## src/rtl/core/assert_macros.svh

```systemverilog
// Assertion macros used by rbme_ctrl; clk and rst_n come from the using module.
`ifndef ASSERT_MACROS_SVH
`define ASSERT_MACROS_SVH

// Same-cycle implication.
`define CHK_IMPLY(lbl, ante, cons, msg) \
  lbl: assert property (@(posedge clk) disable iff (!rst_n) (ante) |-> (cons)) \
    else $error(msg);

// Next-cycle implication.
`define CHK_NEXT(lbl, ante, cons, msg) \
  lbl: assert property (@(posedge clk) disable iff (!rst_n) (ante) |=> (cons)) \
    else $error(msg);

`endif

```

## src/rtl/core/rbme_pkg.sv

```systemverilog
// Shared types and constants of the energy and pre-activation block.
`timescale 1ns / 1ps

package rbme_pkg;

  localparam int VAL_W     = 16;  // Q4.12 parameter width
  localparam int RES_W     = 25;  // result width
  localparam int VEC_W     = 16;  // binary vector width
  localparam int UNIT_W    = 4;   // unit index width on loads and results
  localparam int CNT_W     = 5;   // unit count register width
  localparam int IDX_W     = 5;   // walk counter width (counts never exceed 31)
  localparam int OP_W      = 3;
  localparam int CFG_IDX_W = 2;

  localparam int RES_MAX = 16777215;
  localparam int RES_MIN = -16777216;

  localparam logic [CFG_IDX_W-1:0] CFG_VISIBLE_COUNT = 2'd0;
  localparam logic [CFG_IDX_W-1:0] CFG_HIDDEN_COUNT  = 2'd1;

  typedef enum logic [OP_W-1:0] {
    OP_LOAD_W   = 3'd0,
    OP_LOAD_VB  = 3'd1,
    OP_LOAD_HB  = 3'd2,
    OP_ENERGY   = 3'd3,
    OP_HIDDEN   = 3'd4,
    OP_VISIBLE  = 3'd5
  } op_t;

  typedef enum logic [1:0] {
    Q_ENERGY,
    Q_HIDDEN,
    Q_VISIBLE
  } kind_t;

  typedef enum logic [2:0] {
    ST_CLEAR,
    ST_IDLE,
    ST_WALK,
    ST_DRAIN,
    ST_SUM,
    ST_EMIT
  } state_t;

  typedef struct packed {
    logic             ld_w;
    logic             ld_vb;
    logic             ld_hb;
    logic             start;
    kind_t            kind;
    logic             clr_en;
    logic             rd_en;
    logic             sum_en;
    logic             emit;
    logic             emit_last;
    logic [IDX_W-1:0] idx;
  } cmd_t;

  typedef struct packed {
    logic out_free;
    logic clr_done;
  } sts_t;

endpackage

```

## src/rtl/core/rbme_ctrl.sv

```systemverilog
// Sequencer: unit count registers, query state machine and datapath commands.
`timescale 1ns / 1ps
`include "assert_macros.svh"

module rbme_ctrl #(
  parameter int MAX_VISIBLE = 16,
  parameter int MAX_HIDDEN  = 16
) (
  input  logic                               clk,
  input  logic                               rst_n,
  input  logic                               in_valid,
  input  logic [rbme_pkg::OP_W-1:0]          in_operation,
  output logic                               in_stall,
  input  logic                               cfg_valid,
  output logic                               cfg_ready,
  input  logic [rbme_pkg::CFG_IDX_W-1:0]     cfg_index,
  input  logic [rbme_pkg::CNT_W-1:0]         cfg_data,
  input  rbme_pkg::sts_t                     sts,
  output rbme_pkg::cmd_t                     cmd
);

  localparam int CNT_W = rbme_pkg::CNT_W;
  localparam int IDX_W = rbme_pkg::IDX_W;

  rbme_pkg::state_t state_r, state_nxt;
  rbme_pkg::kind_t  kind_r, kind_nxt;
  logic [IDX_W-1:0] cnt_r, cnt_nxt;
  logic [CNT_W-1:0] vcount_r, hcount_r;
  logic [CNT_W-1:0] nv, nh;
  logic [IDX_W-1:0] nv_last, nh_last, walk_last, emit_last_idx;

  assign cfg_ready = 1'b1;

  always_ff @(posedge clk) begin
    if (!rst_n) begin
      vcount_r <= CNT_W'(16);
      hcount_r <= CNT_W'(16);
    end else if (cfg_valid) begin
      case (cfg_index)
        rbme_pkg::CFG_VISIBLE_COUNT: vcount_r <= cfg_data;
        rbme_pkg::CFG_HIDDEN_COUNT:  hcount_r <= cfg_data;
        default: ;
      endcase
    end
  end

  // zero acts as one, anything above the array size acts as the size
  always_comb begin
    nv = vcount_r;
    if (nv == '0) nv = CNT_W'(1);
    else if (32'(nv) > MAX_VISIBLE) nv = CNT_W'(MAX_VISIBLE);
    nh = hcount_r;
    if (nh == '0) nh = CNT_W'(1);
    else if (32'(nh) > MAX_HIDDEN) nh = CNT_W'(MAX_HIDDEN);
    nv_last = IDX_W'(nv - CNT_W'(1));
    nh_last = IDX_W'(nh - CNT_W'(1));
    walk_last = (kind_r == rbme_pkg::Q_VISIBLE) ? nh_last : nv_last;
    case (kind_r)
      rbme_pkg::Q_HIDDEN:  emit_last_idx = nh_last;
      rbme_pkg::Q_VISIBLE: emit_last_idx = nv_last;
      default:             emit_last_idx = '0;
    endcase
  end

  always_ff @(posedge clk) begin
    if (!rst_n) begin
      state_r <= rbme_pkg::ST_CLEAR;
      kind_r  <= rbme_pkg::Q_ENERGY;
      cnt_r   <= '0;
    end else begin
      state_r <= state_nxt;
      kind_r  <= kind_nxt;
      cnt_r   <= cnt_nxt;
    end
  end

  always_comb begin
    state_nxt = state_r;
    kind_nxt  = kind_r;
    cnt_nxt   = cnt_r;
    cmd       = '0;
    cmd.kind  = kind_r;
    cmd.idx   = cnt_r;
    in_stall  = (state_r != rbme_pkg::ST_IDLE);
    unique case (state_r)
      rbme_pkg::ST_CLEAR: begin
        cmd.clr_en = 1'b1;
        if (sts.clr_done) state_nxt = rbme_pkg::ST_IDLE;
      end
      rbme_pkg::ST_IDLE: begin
        if (in_valid) begin
          unique case (in_operation)
            rbme_pkg::OP_LOAD_W:  cmd.ld_w  = 1'b1;
            rbme_pkg::OP_LOAD_VB: cmd.ld_vb = 1'b1;
            rbme_pkg::OP_LOAD_HB: cmd.ld_hb = 1'b1;
            rbme_pkg::OP_ENERGY: begin
              kind_nxt  = rbme_pkg::Q_ENERGY;
              cmd.start = 1'b1;
            end
            rbme_pkg::OP_HIDDEN: begin
              kind_nxt  = rbme_pkg::Q_HIDDEN;
              cmd.start = 1'b1;
            end
            rbme_pkg::OP_VISIBLE: begin
              kind_nxt  = rbme_pkg::Q_VISIBLE;
              cmd.start = 1'b1;
            end
            default: ;
          endcase
          if (cmd.start) begin
            cmd.kind  = kind_nxt;
            cnt_nxt   = '0;
            state_nxt = rbme_pkg::ST_WALK;
          end
        end
      end
      rbme_pkg::ST_WALK: begin
        cmd.rd_en = 1'b1;
        if (cnt_r == walk_last) begin
          cnt_nxt   = '0;
          state_nxt = rbme_pkg::ST_DRAIN;
        end else begin
          cnt_nxt = cnt_r + IDX_W'(1);
        end
      end
      rbme_pkg::ST_DRAIN: begin
        // last row read lands in the lanes at this edge
        cnt_nxt   = '0;
        state_nxt = (kind_r == rbme_pkg::Q_ENERGY) ? rbme_pkg::ST_SUM : rbme_pkg::ST_EMIT;
      end
      rbme_pkg::ST_SUM: begin
        cmd.sum_en = 1'b1;
        if (cnt_r == nh_last) begin
          cnt_nxt   = '0;
          state_nxt = rbme_pkg::ST_EMIT;
        end else begin
          cnt_nxt = cnt_r + IDX_W'(1);
        end
      end
      rbme_pkg::ST_EMIT: begin
        if (sts.out_free) begin
          cmd.emit      = 1'b1;
          cmd.emit_last = (cnt_r == emit_last_idx);
          if (cmd.emit_last) begin
            cnt_nxt   = '0;
            state_nxt = rbme_pkg::ST_IDLE;
          end else begin
            cnt_nxt = cnt_r + IDX_W'(1);
          end
        end
      end
      default: state_nxt = rbme_pkg::ST_IDLE;
    endcase
  end

  `CHK_IMPLY(a_emit_free, cmd.emit, sts.out_free, "result issued into a busy output slot")
  `CHK_NEXT(a_start_walk, cmd.start, state_r == rbme_pkg::ST_WALK && cnt_r == '0, "query start lost")
  `CHK_IMPLY(a_rd_range, cmd.rd_en, cnt_r <= walk_last, "row read beyond the unit count")
  `CHK_NEXT(a_last_idle, cmd.emit && cmd.emit_last, !in_stall, "not ready after final result")

endmodule

```

## config.mk

```make
export PLATFORM = sky130hd
export DESIGN_NAME = rbme_ctrl
export DESIGN_NICKNAME = d
export VERILOG_FILES = /design/src/rtl/core/rbme_pkg.sv /design/src/rtl/core/rbme_ctrl.sv
export VERILOG_INCLUDE_DIRS = /design/src /design/src/rtl/core
export SDC_FILE = /design/constraint.sdc
export NUM_CORES = 1
export LEC_CHECK = 0
export CORE_ASPECT_RATIO = 0.75
export CORE_MARGIN = 2
export CORE_UTILIZATION = 43
export CTS_BUF_LIST = sky130_fd_sc_hd__clkbuf_8
export CTS_CLUSTER_SIZE = 8
export DETAILED_ROUTE_END_ITERATION = 16
export DONT_BUFFER_PORTS = 1
export PLACE_DENSITY = 0.57
export REMOVE_ABC_BUFFERS = 1
export SLEW_MARGIN = 20
export SYNTH_ARGS = -nofsm -noshare
export SYNTH_HDL_FRONTEND = slang
export SYNTH_SLANG_ARGS = --single-unit
```

## constraint.sdc

```tcl
create_clock -name clk -period 4.5 [get_ports clk]
set_clock_uncertainty 0.15 [all_clocks]
set_input_delay 0.675 -clock clk [delete_from_list [all_inputs] [get_ports clk]]
set_output_delay 0.675 -clock clk [all_outputs]
set_load 0.05 [all_outputs]
```

; Word-level counts from Yosys, hierarchy flattened
; Index checks and enable logic that the tools add are counted.
[word_totals]
ff_bits = 20
in_bits = 16
output_inout_bits = 18
[op_classes]
addsub = 3
order_cmp = 2
eq_ne = 24
muxes = 37
reduce_logical = 13
[op_table]
columns = op, count
row1 = 5-bit 2-to-1 mux, 11
row2 = 5-bit one-hot mux with 5 select lines, 1
row3 = 3-bit 2-to-1 mux, 7
row4 = 3-bit one-hot mux with 6 select lines, 1
row5 = 5-bit == test, 3
row6 = "2-bit != test, second input constant", 7
row7 = "3-bit by 2-bit == test with 1-bit output, second input constant", 4
row8 = "3-bit == test, second input constant", 4
row9 = 6-bit 2-to-1 mux, 2
row10 = "5-bit > comparator, second input constant", 2
row11 = 5-bit logical NOT, 2
row12 = 1-bit 2-to-1 mux, 10
row13 = 5-bit one-hot mux with 2 select lines, 1
row14 = "5-bit by 1-bit subtractor with 5-bit output, second input constant", 2
row15 = 7-bit AND reduction, 1
row16 = "3-bit by 1-bit == test with 1-bit output, second input constant", 2
row17 = 3-bit logical NOT, 2
row18 = 2-bit 2-to-1 mux, 3
row19 = 2-bit one-hot mux with 3 select lines, 1
row20 = 2-bit AND reduction, 3
row21 = "5-bit by 1-bit adder with 5-bit output, second input constant", 1
row22 = 5-bit nonzero test, 1
row23 = "2-bit by 1-bit == test with 1-bit output, second input constant", 2
row24 = 2-bit logical NOT, 2
row25 = other kinds (4), 4

; Depth between registers and ports, before layout
; Gate-level depths: netlist of the first run.
[logic_depth]
word_depth = 9
depth_mapped = 11
ltp_nobuf = 11

; Worst setup path after synthesis of the first run
; OpenSTA, ideal clock, no wires.
[synth_path]
kind = register -> output
startpoint = reg hcount_r[2]
endpoint = out cmd[5] (netlist name)
t_arrival_ns = 2.669
required_ns = 3.675
setup_slack_ns = 1.006
stages_incl_launch_ff = 10
path_cell_list = dfxtp_1 nor3_1 o21ai_0 ha_1 or4b_4 a21oi_2 a21oi_1 xnor2_2 o2111ai_2 nor2_1
[synth_rtl]
columns = item, line
row1 = start: declaration, rbme_ctrl.sv:28  ; logic [CNT_W-1:0] vcount_r, hcount_r;
row2 = start signal: assignment, rbme_ctrl.sv:41  ; rbme_pkg::CFG_HIDDEN_COUNT: hcount_r <= cfg_data;
row3 = end: declaration, rbme_ctrl.sv:19  ; output rbme_pkg::cmd_t cmd

==> out/results.md, run 1 <==
| Parameter | Reported | Unit |
|---|---|---|
| Run status | finished, final reports clean | - |
| Count of buffers added by post-CTS timing repair for setup | 0 | - |
| Endpoint type of the worst setup path | output pin | - |
| Final setup viols | 0 | - |
| Number of antenna violations at the first check in global routing | 0 | - |
| Via count of the routed design | 1482 | - |
| Clock tree from TritonCTS | yes | - |
| Ys flop type | sky130_fd_sc_hd__dfxtp_1 | - |
| Final Hold Viols | 0 | - |
| Per-cell routed wire length | 14.6 | µm |
| Largest net degree at the start of global routing | 25 | - |
| Slack of the critical path | 0.729 | ns |
| Worst vdd ir | 0.130 | mV |
| Combinational family with the most area after synthesis | simple AND/OR/NAND/NOR gates | - |
| Top cell type's share of synthesized area | 0.242 | - |
| Initial Utilization | 0.449 | - |
| Startpoint Class | flip-flop | - |
| First DRT Iteration DRCs | 65 | - |
| Yosys cell types | 51 | - |
| Synth Cell Area | 1650 | µm² |
| Placement-stage cell area | 1720 | µm² |
| Net count, final | 235 | - |
| CP arrival | 2.95 | ns |
| Number of H-tree branching levels | 1 | - |
| Complex-gate fraction of the synthesized area | 0.185 | - |
| Adder and majority gate portion of the synthesized area | 0.0454 | - |
| Inst Count DP | 260 | - |
| Cell accounting for the most synthesized area | sky130_fd_sc_hd__dfxtp_1 | - |
| Vias per cell | 5.61 | - |
| Fraction of the cycle the final worst path needs | 0.838 | - |
| Tightest slew margin relative to the limit | 0.291 | - |
| Clock latency on the worst-skew pair | 0.26 | ns |
| First-pass GRT wire length | 6460 | µm |
| Mux cell area share after synthesis | 0.0847 | - |
| Required time of the critical path | 3.67 | ns |
| CTS-repair resized insts | 0 | - |
| Worst-case setup slack after placement | 1.06 | ns |
| Routability-driven placement congestion ratio | 0.924 | - |
| Count of antenna diodes in the layout | 0 | - |
| Actual slew at the worst max-slew pin | 1.06 | ns |
| Start-to-end type of the worst setup path | flip-flop to output pin | - |
| Clock buffer depth | 2 | - |
| Top-level port count | 34 | - |
| Area contributors post-synth | sky130_fd_sc_hd__dfxtp_1, sky130_fd_sc_hd__mux2i_1, sky130_fd_sc_hd__nor2b_1 | - |
| Number of buffers created by CTS | 3 | - |
| Die Outline Area | 4360 | µm² |
| Max Clk Rate | 265 | MHz |
| Input/output buffers | 0 | - |
| Global-route total usage across every layer | 0.194 | - |
| Row cnt | 19 | - |
| Post-layout instance count excluding filler cells | 264 | - |
| Core region area | 3680 | µm² |
| Layout Utilization | 0.487 | - |
| Die Wd | 75.6 | µm |
| Setup TNS after final layout | 0 | ns |
| Final std cell area, no fill | 1800 | µm² |
| Clock-pin transition on the worst setup and hold timing paths | 0.08 | ns |
| Critical Path Slowest Stage Cell | sky130_fd_sc_hd__or4b_4 | - |
| Final HPWL DP | 3060 | µm |
| Via count of the first global-routing pass | 1401 | - |
| Height of the die | 57.7 | µm |
| Cells traversed along the worst timing path | nor3_1 -> o21ai_0 -> ha_1 -> or4b_4 -> a21oi_2 -> a21oi_1 -> xnor2_2 -> o2111ai_2 -> nor2_1 -> buf_4 | - |
| Register bit total from synthesis | 20 | - |
| Top fanout value on the critical path | 5 | - |
| Hold-fix buffers, CTS | 0 | - |
| Basic-gate share of the synthesized area counting and, or, nand and nor cells | 0.318 | - |
| Number of design rule violations left after detail routing | 0 | - |
| Share of the synthesized netlist area taken by xor and xnor gates | 0.0681 | - |
| Synthesis-to-finish area growth | 8.55 | % |
| Total global routing overflow | 0 | - |
| MaxCap Viol Count | 0 | - |
| Kind of cell adding the most delay to the critical path | compound AO/OA/AOI/OAI gates | - |
| First drt pass iteration count | 6 | - |
| Type of the worst min-delay path | primary input to flip-flop | - |
| Max Transition Viols Final | 0 | - |
| Total wirelength of the detailed-routed design | 3870 | µm |
| Slowest stage delay, CP | 0.52 | ns |
| Number of instances in the synthesized netlist | 212 | - |
| Proportion of synthesized chip area in sequential cells | 0.242 | - |
| Layout cells sized above 1 | 0.0896 | - |
| Per-instance average area after synthesis | 7.80 | µm² |
| Fraction of synthesis flops using an asynchronous set or reset pin | 0 | - |
| Total number of clock tree sinks | 20 | - |
| Leakage component of the power | 0.704 | nW |
| Total power divided by cell area | 263 | nW/µm² |
| Unrepaired setup endpoints after global routing | false | - |
| Final period demand of the worst path | 3.77 | ns |
| Clock Tree Root | sky130_fd_sc_hd__clkbuf_8 | - |
| Number of enable-type register cells in the synthesized netlist | 0 | - |
| Filler cells | 373 | - |
| DRT antenna net count | 0 | - |
| Critical path buffer and inverter count | 1 | - |
| Number of warnings printed during yosys synthesis | 0 | - |
==> worst register-to-register path, delay by kind of cell, from the launching register on <==
kind | cells | cell delay [ns]
flip-flops | 1 | 0.41
adder cells (fa/ha/maj) | 1 | 0.35
AND/OR/NAND/NOR | 5 | 1.13
AO/OA/AOI/OAI | 5 | 1.22
==> flip-flops by register name, indices dropped and copies added (netlist names) <==
register  flops
vcount_r      5
cnt_r         5
kind_r        2
hcount_r      5
state_r       3
==> through the flow <==
step | hold WS, ns | power [mW]
5_1_grt | 0.314 | 0.496
3_5_place_dp | 0.402 | 0.294
2_1_floorplan | 0.351 | 0.276
3_3_place_gp | 0.389 | 0.292
6_report | 0.326 | 0.472
4_1_cts | 0.320 | 0.476
==> placed cells by master (no fill, tap or decap), types with 3 or more instances in the layout <==
| cell type | n |
|---|---|
| sky130_fd_sc_hd__xnor2_1 | 3 |
| sky130_fd_sc_hd__nor2_1 | 18 |
| sky130_fd_sc_hd__a31oi_1 | 3 |
| sky130_fd_sc_hd__nor2b_1 | 13 |
| sky130_fd_sc_hd__o21ai_0 | 10 |
| sky130_fd_sc_hd__ha_1 | 6 |
| sky130_fd_sc_hd__a21oi_1 | 7 |
| sky130_fd_sc_hd__o211ai_1 | 3 |
| sky130_fd_sc_hd__nand3b_1 | 4 |
| sky130_fd_sc_hd__mux2i_1 | 14 |
| sky130_fd_sc_hd__nand2b_1 | 6 |
| sky130_fd_sc_hd__inv_1 | 12 |
| sky130_fd_sc_hd__nand3_1 | 10 |
| sky130_fd_sc_hd__buf_4 | 6 |
| sky130_fd_sc_hd__dfxtp_1 | 20 |
| sky130_fd_sc_hd__nand4_1 | 3 |
| sky130_fd_sc_hd__xor2_1 | 8 |
| sky130_fd_sc_hd__and2_1 | 6 |
| sky130_fd_sc_hd__clkbuf_8 | 3 |
| sky130_fd_sc_hd__nor3_1 | 8 |
| sky130_fd_sc_hd__nand2_1 | 15 |
==> cell usage after synthesis (all sizes together), types with 2 or more instances <==
| library cell | n |
|---|---|
| nand2 | 15 |
| and2 | 6 |
| o21ai | 10 |
| a21o | 2 |
| o21a | 2 |
| mux2i | 14 |
| a31oi | 3 |
| xnor2 | 4 |
| or4b | 2 |
| nand4 | 3 |
| nor2b | 13 |
| ha | 6 |
| a21oi | 8 |
| nor3b | 2 |
| clkbuf | 5 |
| nand3 | 10 |
| o211ai | 3 |
| and3b | 2 |
| nand3b | 4 |
| inv | 12 |
| o31a | 2 |
| buf | 5 |
| nor3 | 8 |
| nor2 | 18 |
| dfxtp | 20 |
| xor2 | 8 |
| nand2b | 6 |
==> logic make-up (layout without fill, tap and decap cells) <==
kind of cell | count (synthesis) | count (layout)
adder cells (fa/ha/maj) | 6 | 6
multiplexers | 14 | 14
other | 1 | 1
buffers and inverters | 22 | 22
XOR/XNOR | 12 | 12
AND/OR/NAND/NOR | 95 | 95
AO/OA/AOI/OAI | 42 | 42
flip-flops | 20 | 20
==> final timing paths <==
| check | start | endpoint | slack, ns | depth (start not counted) |
|---|---|---|---|---|
| max | hcount_r[2] | cmd[5] | 0.73 | 10 |
| min | rst_n | hcount_r[4] | 0.33 | 1 |
| min reg2reg | vcount_r[1] | vcount_r[1] | 0.41 | 2 |
| max reg2reg | hcount_r[2] | cnt_r[2] | 1.13 | 11 |
==> area by class of cell <==
| type | instances | area (µm²) | area share |
|---|---|---|---|
| Clock buffer | 3 | 41.3 | 0.0230 |
| Clock inverter | 1 | 30.0 | 0.0167 |
| Tap cell | 52 | 65.1 | 0.0362 |
| Timing Repair Buffer | 6 | 45.0 | 0.0251 |
| Sequential cell | 20 | 400 | 0.223 |
| Multi-Input combinational cell | 170 | 1170 | 0.651 |
| Inverter | 12 | 45.0 | 0.0251 |
==> power breakdown <==
group	total (mW)	internal [mW]	switching, mW	leakage [nW]
Clock	0.182	0.119	0.0629	0.0357
Combinational	0.0923	0.0338	0.0584	0.506
Sequential	0.198	0.183	0.0147	0.162
Total	0.472	0.336	0.136	0.704
==> metal layers <==
metal  part of all wire  wire length [µm]  up-vias  track usage
li1                   -                 -      753            -
met1               0.50              1920      676        0.291
met2               0.41              1580       49        0.278
met3              0.086               332        4       0.0504
met4             0.0088                34        0       0.0451
met5                  0                 0        -            0
Note: power is estimated with default switching activity, not from simulation.
==> inputs of run 2 (changes only) <==
--- a/config.mk
+++ b/config.mk
@@ -13,7 +13,7 @@
 export CTS_CLUSTER_SIZE = 8
 export DETAILED_ROUTE_END_ITERATION = 16
 export DONT_BUFFER_PORTS = 1
-export PLACE_DENSITY = 0.57
+export PLACE_DENSITY = 0.59
 export REMOVE_ABC_BUFFERS = 1
 export SLEW_MARGIN = 20
 export SYNTH_ARGS = -nofsm -noshare
==> constraint.sdc (replaced) <==
create_clock -name clk -period 3.35 [get_ports clk]
set_clock_uncertainty 0.15 [all_clocks]
set_input_delay 0.5025 -clock clk [delete_from_list [all_inputs] [get_ports clk]]
set_output_delay 0.5025 -clock clk [all_outputs]
set_load 0.05 [all_outputs]
==> out/results.md, run 2 (synthesis results as in run 1) <==
| Parameter | Reported | Unit | Delta |
|---|---|---|---|
| Final Hold Viols | 0 | - | unchanged |
| Total number of clock tree sinks | 20 | - | unchanged |
| Number of buffers created by CTS | 3 | - | unchanged |
| Fraction of the cycle the final worst path needs | 0.951 | - |  |
| Number of design rule violations left after detail routing | 0 | - | unchanged |
| Clock latency on the worst-skew pair | 0.26 | ns | about the same |
| Total global routing overflow | 0 | - | unchanged |
| Global-route total usage across every layer | 0.192 | - | -0.00242 |
| Cell Int Power | 0.456 | mW | +36% |
| Endpoint of the most critical setup path | cmd[5] | - |  |
| Setup TNS after final layout | 0 | ns | unchanged |
| Routability-driven placement congestion ratio | 0.901 | - | -2.6% |
| Synthesis-to-finish area growth | 12.3 | % |  |
| Portion of total power attributed to combinational logic | 0.212 | - | +0.016 |
| Core region area | 3680 | µm² | unchanged |
| Final HPWL DP | 3070 | µm | +0.15% |
| First-pass GRT wire length | 6440 | µm | -0.22% |
| Sequential share of power | 0.405 | - | -0.015 |
| Number of H-tree branching levels | 1 | - | unchanged |
| Top-level port count | 34 | - | unchanged |
| Row cnt | 19 | - | unchanged |
| CP arrival | 2.53 | ns | -0.42 ns |
| Unrepaired setup endpoints after global routing | false | - |  |
| MaxCap Viol Count | 0 | - | unchanged |
| Required time of the critical path | 2.70 | ns | -0.97 ns |
| Vias per cell | 5.56 | - | -0.90% |
| Number of antenna violations at the first check in global routing | 0 | - | unchanged |
| Final setup viols | 0 | - | unchanged |
| Worst flop-to-flop path endpoint | cnt_r[2] | - |  |
| Worst setup path startpoint | vcount_r[2] | - |  |
| Run status | finished, final reports clean | - |  |
| Reg2reg start | vcount_r[2] | - |  |
| Input/output buffers | 0 | - | unchanged |
| Final period demand of the worst path | 3.18 | ns |  |
| Post-layout instance count excluding filler cells | 270 | - | +2.3% |
| Actual slew at the worst max-slew pin | 1.08 | ns | +0.0166 ns |
| Die Wd | 75.6 | µm | unchanged |
| Inst Count DP | 264 | - | +1.5% |
| First drt pass iteration count | 4 | - | -2 |
| Largest net degree at the start of global routing | 25 | - | unchanged |
| Endpoint type of the worst setup path | output pin | - |  |
| Total wirelength of the detailed-routed design | 3980 | µm | +2.8% |
| Type of the worst min-delay path | primary input to flip-flop | - |  |
| Max Clk Rate | 314 | MHz |  |
| Worst vdd ir | 0.151 | mV | +16% |
| Leakage component of the power | 0.733 | nW | +4.1% |
| Switching power | 0.186 | mW | +37% |
| Largest registers | cnt_r: 5 flops, hcount_r: 5 flops, vcount_r: 5 flops | - |  |
| FF-to-FF setup slack | 0.48 | ns | -0.65 ns |
| Start-to-end type of the worst setup path | flip-flop to output pin | - |  |
| Most used cells in the layout excluding fill and tap cells | sky130_fd_sc_hd__nor2_1, sky130_fd_sc_hd__nand2_1, sky130_fd_sc_hd__mux2i_1, sky130_fd_sc_hd__dfxtp_1, sky130_fd_sc_hd__nor2b_1 | - |  |
| Relative contribution of the clock network to total power | 0.383 | - | -0.002 |
| Top fanout value on the critical path | 6 | - | +1 |
| Startpoint Class | flip-flop | - |  |
| Layout cells sized above 1 | 0.151 | - | +0.0618 |
| Tightest slew margin relative to the limit | 0.280 | - | -0.0111 |
| Max Transition Viols Final | 0 | - | unchanged |
| Per-cell routed wire length | 14.7 | µm | +0.51% |
| Number of cells traversed by the worst register-to-register path | 11 | - | unchanged |
| First DRT Iteration DRCs | 86 | - | +32% |
| Clock-pin transition on the worst setup and hold timing paths | 0.08 | ns | about the same |
| Initial Utilization | 0.449 | - | unchanged |
| Height of the die | 57.7 | µm | unchanged |
| Clock Tree Root | sky130_fd_sc_hd__clkbuf_8 | - |  |
| Most common cell after layout, fill and taps aside | sky130_fd_sc_hd__nor2_1 | - |  |
| Die Outline Area | 4360 | µm² | unchanged |
| Via count of the first global-routing pass | 1331 | - | -5.0% |
| Total power divided by cell area | 346 | nW/µm² | +32% |
| Layout Utilization | 0.504 | - | +0.0166 |
| Clock buffer depth | 2 | - | unchanged |
| Net count, final | 241 | - | +2.6% |
| Count of antenna diodes in the layout | 0 | - | unchanged |
| Filler cells | 364 | - | -2.4% |
| Switching fraction of total power | 0.290 | - | +0.00157 |
| DRT antenna net count | 0 | - | unchanged |
| Via count of the routed design | 1502 | - | +1.3% |
| Clock tree from TritonCTS | yes | - |  |
[run 2: stage by stage]
step                worst slack (ns)  cell area (µm²)  hold slack, ns  total power [mW]
global placement               0.370             1750           0.390             0.395
CTS                          0.00891             1830           0.147             0.646
floorplan                     0.0274             1610           0.351             0.371
global route                  0.0125             1860           0.157             0.673
detailed placement             0.213             1750           0.396             0.398
finish                         0.166             1860           0.157             0.642
[run 2: final cells by class]
class / count / area (µm²) / share of cell area
timing repair buffer: 12 / 93.8 / 0.0505
tap: 52 / 65.1 / 0.0350
clock buffer: 3 / 41.3 / 0.0222
clock inverter: 1 / 30.0 / 0.0162
inverter: 12 / 45.0 / 0.0243
multi-input combinational: 170 / 1170 / 0.632
sequential: 20 / 408 / 0.220
[run 2: critical path: stages (launching register included)]
cell                        delay [ns]
sky130_fd_sc_hd__dfxtp_2          0.38
sky130_fd_sc_hd__nor3_1           0.06
sky130_fd_sc_hd__o21ai_1          0.18
sky130_fd_sc_hd__ha_2             0.26
sky130_fd_sc_hd__or4b_1           0.48
sky130_fd_sc_hd__o21ai_0          0.10
sky130_fd_sc_hd__a21oi_1          0.14
sky130_fd_sc_hd__xnor2_2          0.16
sky130_fd_sc_hd__o2111ai_2        0.17
sky130_fd_sc_hd__nor2_1           0.16
sky130_fd_sc_hd__buf_6            0.18
[run 2: how the worst min path moves through the flow]
stage                 from           to  slack, ns  cells past startpoint
2_1_floorplan  vcount_r[0]  vcount_r[0]       0.35                      2
3_3_place_gp   vcount_r[0]  vcount_r[0]       0.39                      2
3_5_place_dp   vcount_r[0]  vcount_r[0]       0.40                      2
4_1_cts              rst_n  hcount_r[4]       0.15                      1
5_1_grt              rst_n  hcount_r[4]       0.16                      1
6_report             rst_n  hcount_r[4]       0.16                      1
[run 2: layer usage]
metal / GRT usage / wire length (µm) / up-vias
met4: 0.0301 / 21 / 0
met1: 0.281 / 1960 / 700
met5: 0 / 0 / -
met2: 0.284 / 1760 / 37
met3: 0.0557 / 227 / 4
li1: - / - / 761
[run 2: power groups by stage]
stage	registers, mW	logic, mW	clock network, mW
4_1_cts	0.259	0.133	0.253
3_3_place_gp	0.265	0.130	0
5_1_grt	0.263	0.147	0.264
6_report	0.260	0.136	0.246
3_5_place_dp	0.265	0.132	0
2_1_floorplan	0.268	0.103	0
[run 2: repair_timing]
action | 4_1_cts | 5_1_grt
buffers inserted | 0 | 2
gates resized for setup | 1 | 10
hold buffers | 0 | 0
endpoints found under the setup margin | 1 | 1
hold endpoints to repair | 0 | 0
pin swaps | 0 | 3
==> inputs of run 3 (changes only) <==
--- a/config.mk
+++ b/config.mk
@@ -13,7 +13,6 @@
 export CTS_CLUSTER_SIZE = 8
 export DETAILED_ROUTE_END_ITERATION = 16
 export DONT_BUFFER_PORTS = 1
-export PLACE_DENSITY = 0.59
 export REMOVE_ABC_BUFFERS = 1
 export SLEW_MARGIN = 20
 export SYNTH_ARGS = -nofsm -noshare
==> constraint.sdc (replaced) <==
create_clock -name clk -period 3.4 [get_ports clk]
set_clock_uncertainty 0.15 [all_clocks]
set_input_delay 0.51 -clock clk [delete_from_list [all_inputs] [get_ports clk]]
set_output_delay 0.51 -clock clk [all_outputs]
set_load 0.05 [all_outputs]
==> out/results.md, run 3 (synthesis results as in run 1) <==
| Parameter | Reported | Unit | Delta |
|---|---|---|---|
| Clock Tree Root | sky130_fd_sc_hd__clkbuf_8 | - |  |
| Core region area | 3680 | µm² | unchanged |
| Number of cells traversed by the worst hold path | 1 | - | unchanged |
| Vias per cell | 5.66 | - | +1.7% |
| Worst-case hold slack | 0.161 | ns | +0.00432 ns |
| Via count of the routed design | 1516 | - | +0.93% |
| Run status | finished, final reports clean | - |  |
| Total wirelength of the detailed-routed design | 3930 | µm | -1.2% |
| Clock latency on the worst-skew pair | 0.26 | ns | about the same |
| Per-cell routed wire length | 14.6 | µm | -0.50% |
| Type of the worst min-delay path | primary input to flip-flop | - |  |
| Clock-pin transition on the worst setup and hold timing paths | 0.08 | ns | about the same |
| Worst flop-to-flop path endpoint | cnt_r[2] | - |  |
| Hold-fix buffers, CTS | 0 | - | unchanged |
| Critical Path Slowest Stage Cell | sky130_fd_sc_hd__or4b_1 | - |  |
| Reg2reg start | vcount_r[2] | - |  |
| Clock buffer depth | 2 | - | unchanged |
| Fraction of the cycle the final worst path needs | 0.954 | - |  |
| Final setup viols | 0 | - | unchanged |
| Number of cells traversed by the worst register-to-register path | 11 | - | unchanged |
| Max Clk Rate | 308 | MHz |  |
| Initial Utilization | 0.449 | - | unchanged |
| Number of buffers created by CTS | 3 | - | unchanged |
| CP arrival | 2.58 | ns | +0.05 ns |
| Hold Startpoint | rst_n | - |  |
| Total global routing overflow | 0 | - | unchanged |
| Startpoint Class | flip-flop | - |  |
| MaxCap Viol Count | 0 | - | unchanged |
| Die Outline Area | 4360 | µm² | unchanged |
| Die Wd | 75.6 | µm | unchanged |
| Largest net degree at the start of global routing | 25 | - | unchanged |
| Row cnt | 19 | - | unchanged |
| Leakage component of the power | 0.725 | nW | -1.1% |
| First DRT Iteration DRCs | 104 | - | +21% |
| Start-to-end type of the worst setup path | flip-flop to output pin | - |  |
| Endpoint type of the worst setup path | output pin | - |  |
| Layout cells sized above 1 | 0.130 | - | -0.0217 |
| First drt pass iteration count | 4 | - | unchanged |
| Final HPWL DP | 3180 | µm | +3.6% |
| Number of H-tree branching levels | 1 | - | unchanged |
| Top fanout value on the critical path | 6 | - | unchanged |
| Overall power | 0.628 | mW | -2.2% |
| Final period demand of the worst path | 3.24 | ns |  |
| Input/output buffers | 0 | - | unchanged |
| Actual slew at the worst max-slew pin | 1.08 | ns | -0.00213 ns |
| Number of antenna violations at the first check in global routing | 0 | - | unchanged |
| Worst vdd ir | 0.188 | mV | +24% |
| Total power divided by cell area | 341 | nW/µm² | -1.4% |
| Clock tree from TritonCTS | yes | - |  |
| End point of the worst hold path | hcount_r[4] | - |  |
| First-pass GRT wire length | 6600 | µm | +2.5% |
| Routability-driven placement congestion ratio | 0.895 | - | -0.64% |
| Via count of the first global-routing pass | 1415 | - | +6.3% |
| Net count, final | 239 | - | -0.83% |
| Cells traversed along the worst timing path | nor3_2 -> o21ai_2 -> ha_2 -> or4b_1 -> o21ai_0 -> a21oi_1 -> xnor2_2 -> o2111ai_2 -> nor2_1 -> buf_4 | - |  |
| Most common cell after layout, fill and taps aside | sky130_fd_sc_hd__dfxtp_1 | - |  |
| Count of antenna diodes in the layout | 0 | - | unchanged |
| Height of the die | 57.7 | µm | unchanged |
| Required time of the critical path | 2.74 | ns | +0.04 ns |
| FF-to-FF setup slack | 0.47 | ns | about the same |
| Total number of clock tree sinks | 20 | - | unchanged |
| Count of buffers added by post-CTS timing repair for setup | 0 | - | unchanged |
| Slowest stage delay, CP | 0.46 | ns | -0.02 ns |
| Number of design rule violations left after detail routing | 0 | - | unchanged |
| Most used cells in the layout excluding fill and tap cells | sky130_fd_sc_hd__dfxtp_1, sky130_fd_sc_hd__nor2_1, sky130_fd_sc_hd__nand2_1 | - |  |
| Final Hold Viols | 0 | - | unchanged |
| Max Transition Viols Final | 0 | - | unchanged |
| Global-route total usage across every layer | 0.193 | - | +0.00149 |
| Tightest slew margin relative to the limit | 0.281 | - | +0.00142 |
| Largest registers | cnt_r: 5 flops, hcount_r: 5 flops, vcount_r: 5 flops | - |  |
| Top-level port count | 34 | - | unchanged |
| DRT antenna net count | 0 | - | unchanged |
| Synthesis-to-finish area growth | 11.3 | % |  |
| Filler cells | 383 | - | +5.2% |
## run 3: cell count changes in the layout (fill, tap and decap cells not counted)
| cell | before | now |
|---|---|---|
| sky130_fd_sc_hd__dfxtp_2 | 6 | 1 |
| sky130_fd_sc_hd__buf_4 | 11 | 10 |
| sky130_fd_sc_hd__nor3_2 | 0 | 1 |
| sky130_fd_sc_hd__nor3_1 | 8 | 7 |
| sky130_fd_sc_hd__buf_6 | 1 | 0 |
| sky130_fd_sc_hd__o21ai_2 | 0 | 1 |
| sky130_fd_sc_hd__o21ai_1 | 2 | 1 |
| sky130_fd_sc_hd__dfxtp_1 | 14 | 19 |
## run 3: where the power goes
part	internal (mW)	leakage [nW]	total, mW	switching (mW)
sequential	0.243	0.163	0.256	0.0136
clock	0.157	0.0357	0.238	0.0809
combinational	0.0480	0.526	0.133	0.0854
## run 3: worst max-delay path: cells and delay by family (launching register included)
| kind | cells | cell delay [ns] |
|---|---|---|
| AO/OA/AOI/OAI | 4 | 0.61 |
| XOR/XNOR | 1 | 0.15 |
| adder cells (fa/ha/maj) | 1 | 0.26 |
| buffers and inverters | 1 | 0.20 |
| flip-flops | 1 | 0.43 |
| AND/OR/NAND/NOR | 3 | 0.67 |
## run 3: what timing repair did
item / in CTS / in global routing
cloned: 0 / 0
endpoints found under the setup margin: 1 / 1
gates resized for setup: 1 / 6
## run 3: worst max path at each step
stage                         to   startpoint  slack [ns]  depth (start not counted)
after floorplan           cmd[5]  hcount_r[2]        0.07                          9
final                     cmd[5]  vcount_r[2]        0.16                         10
after global routing      cmd[5]  vcount_r[2]       -0.01                         10
after global placement    cmd[5]  vcount_r[2]        0.41                         10
after CTS                 cmd[5]  vcount_r[2]        0.07                         10
after detailed placement  cmd[5]  vcount_r[2]        0.24                         10
## run 3: routing by layer
layer,vias to the layer above,GRT usage,part of all wire
met1,720,0.295,0.52
met4,0,0.0376,0.0066
met5,-,0,0
li1,762,-,-
met2,30,0.277,0.42
met3,4,0.0470,0.055
## run 3: layout make-up
class,count,area (µm²),area share
Clock buffer,3,41.3,0.0224
Clock inverter,1,30.0,0.0163
Inverter,12,45.0,0.0245
Multi-Input combinational cell,170,1180,0.642
Sequential cell,20,402,0.218
Tap cell,52,65.1,0.0354
Timing Repair Buffer,10,75.1,0.0408
## run 3: per-stage QoR
| stage | area [µm²] | TNS, ns | instances | worst slack (ns) | utilization |
|---|---|---|---|---|---|
| after floorplan | 1610 | 0 | 202 | 0.0699 | - |
| after global placement | 1750 | 0 | 264 | 0.411 | 0.476 |
| after detailed placement | 1750 | 0 | 264 | 0.237 | 0.476 |
| after CTS | 1830 | 0 | 268 | 0.0716 | 0.495 |
| after global routing | 1840 | -0.0134 | 268 | -0.0134 | 0.499 |
| final | 1840 | 0 | 268 | 0.157 | 0.499 |
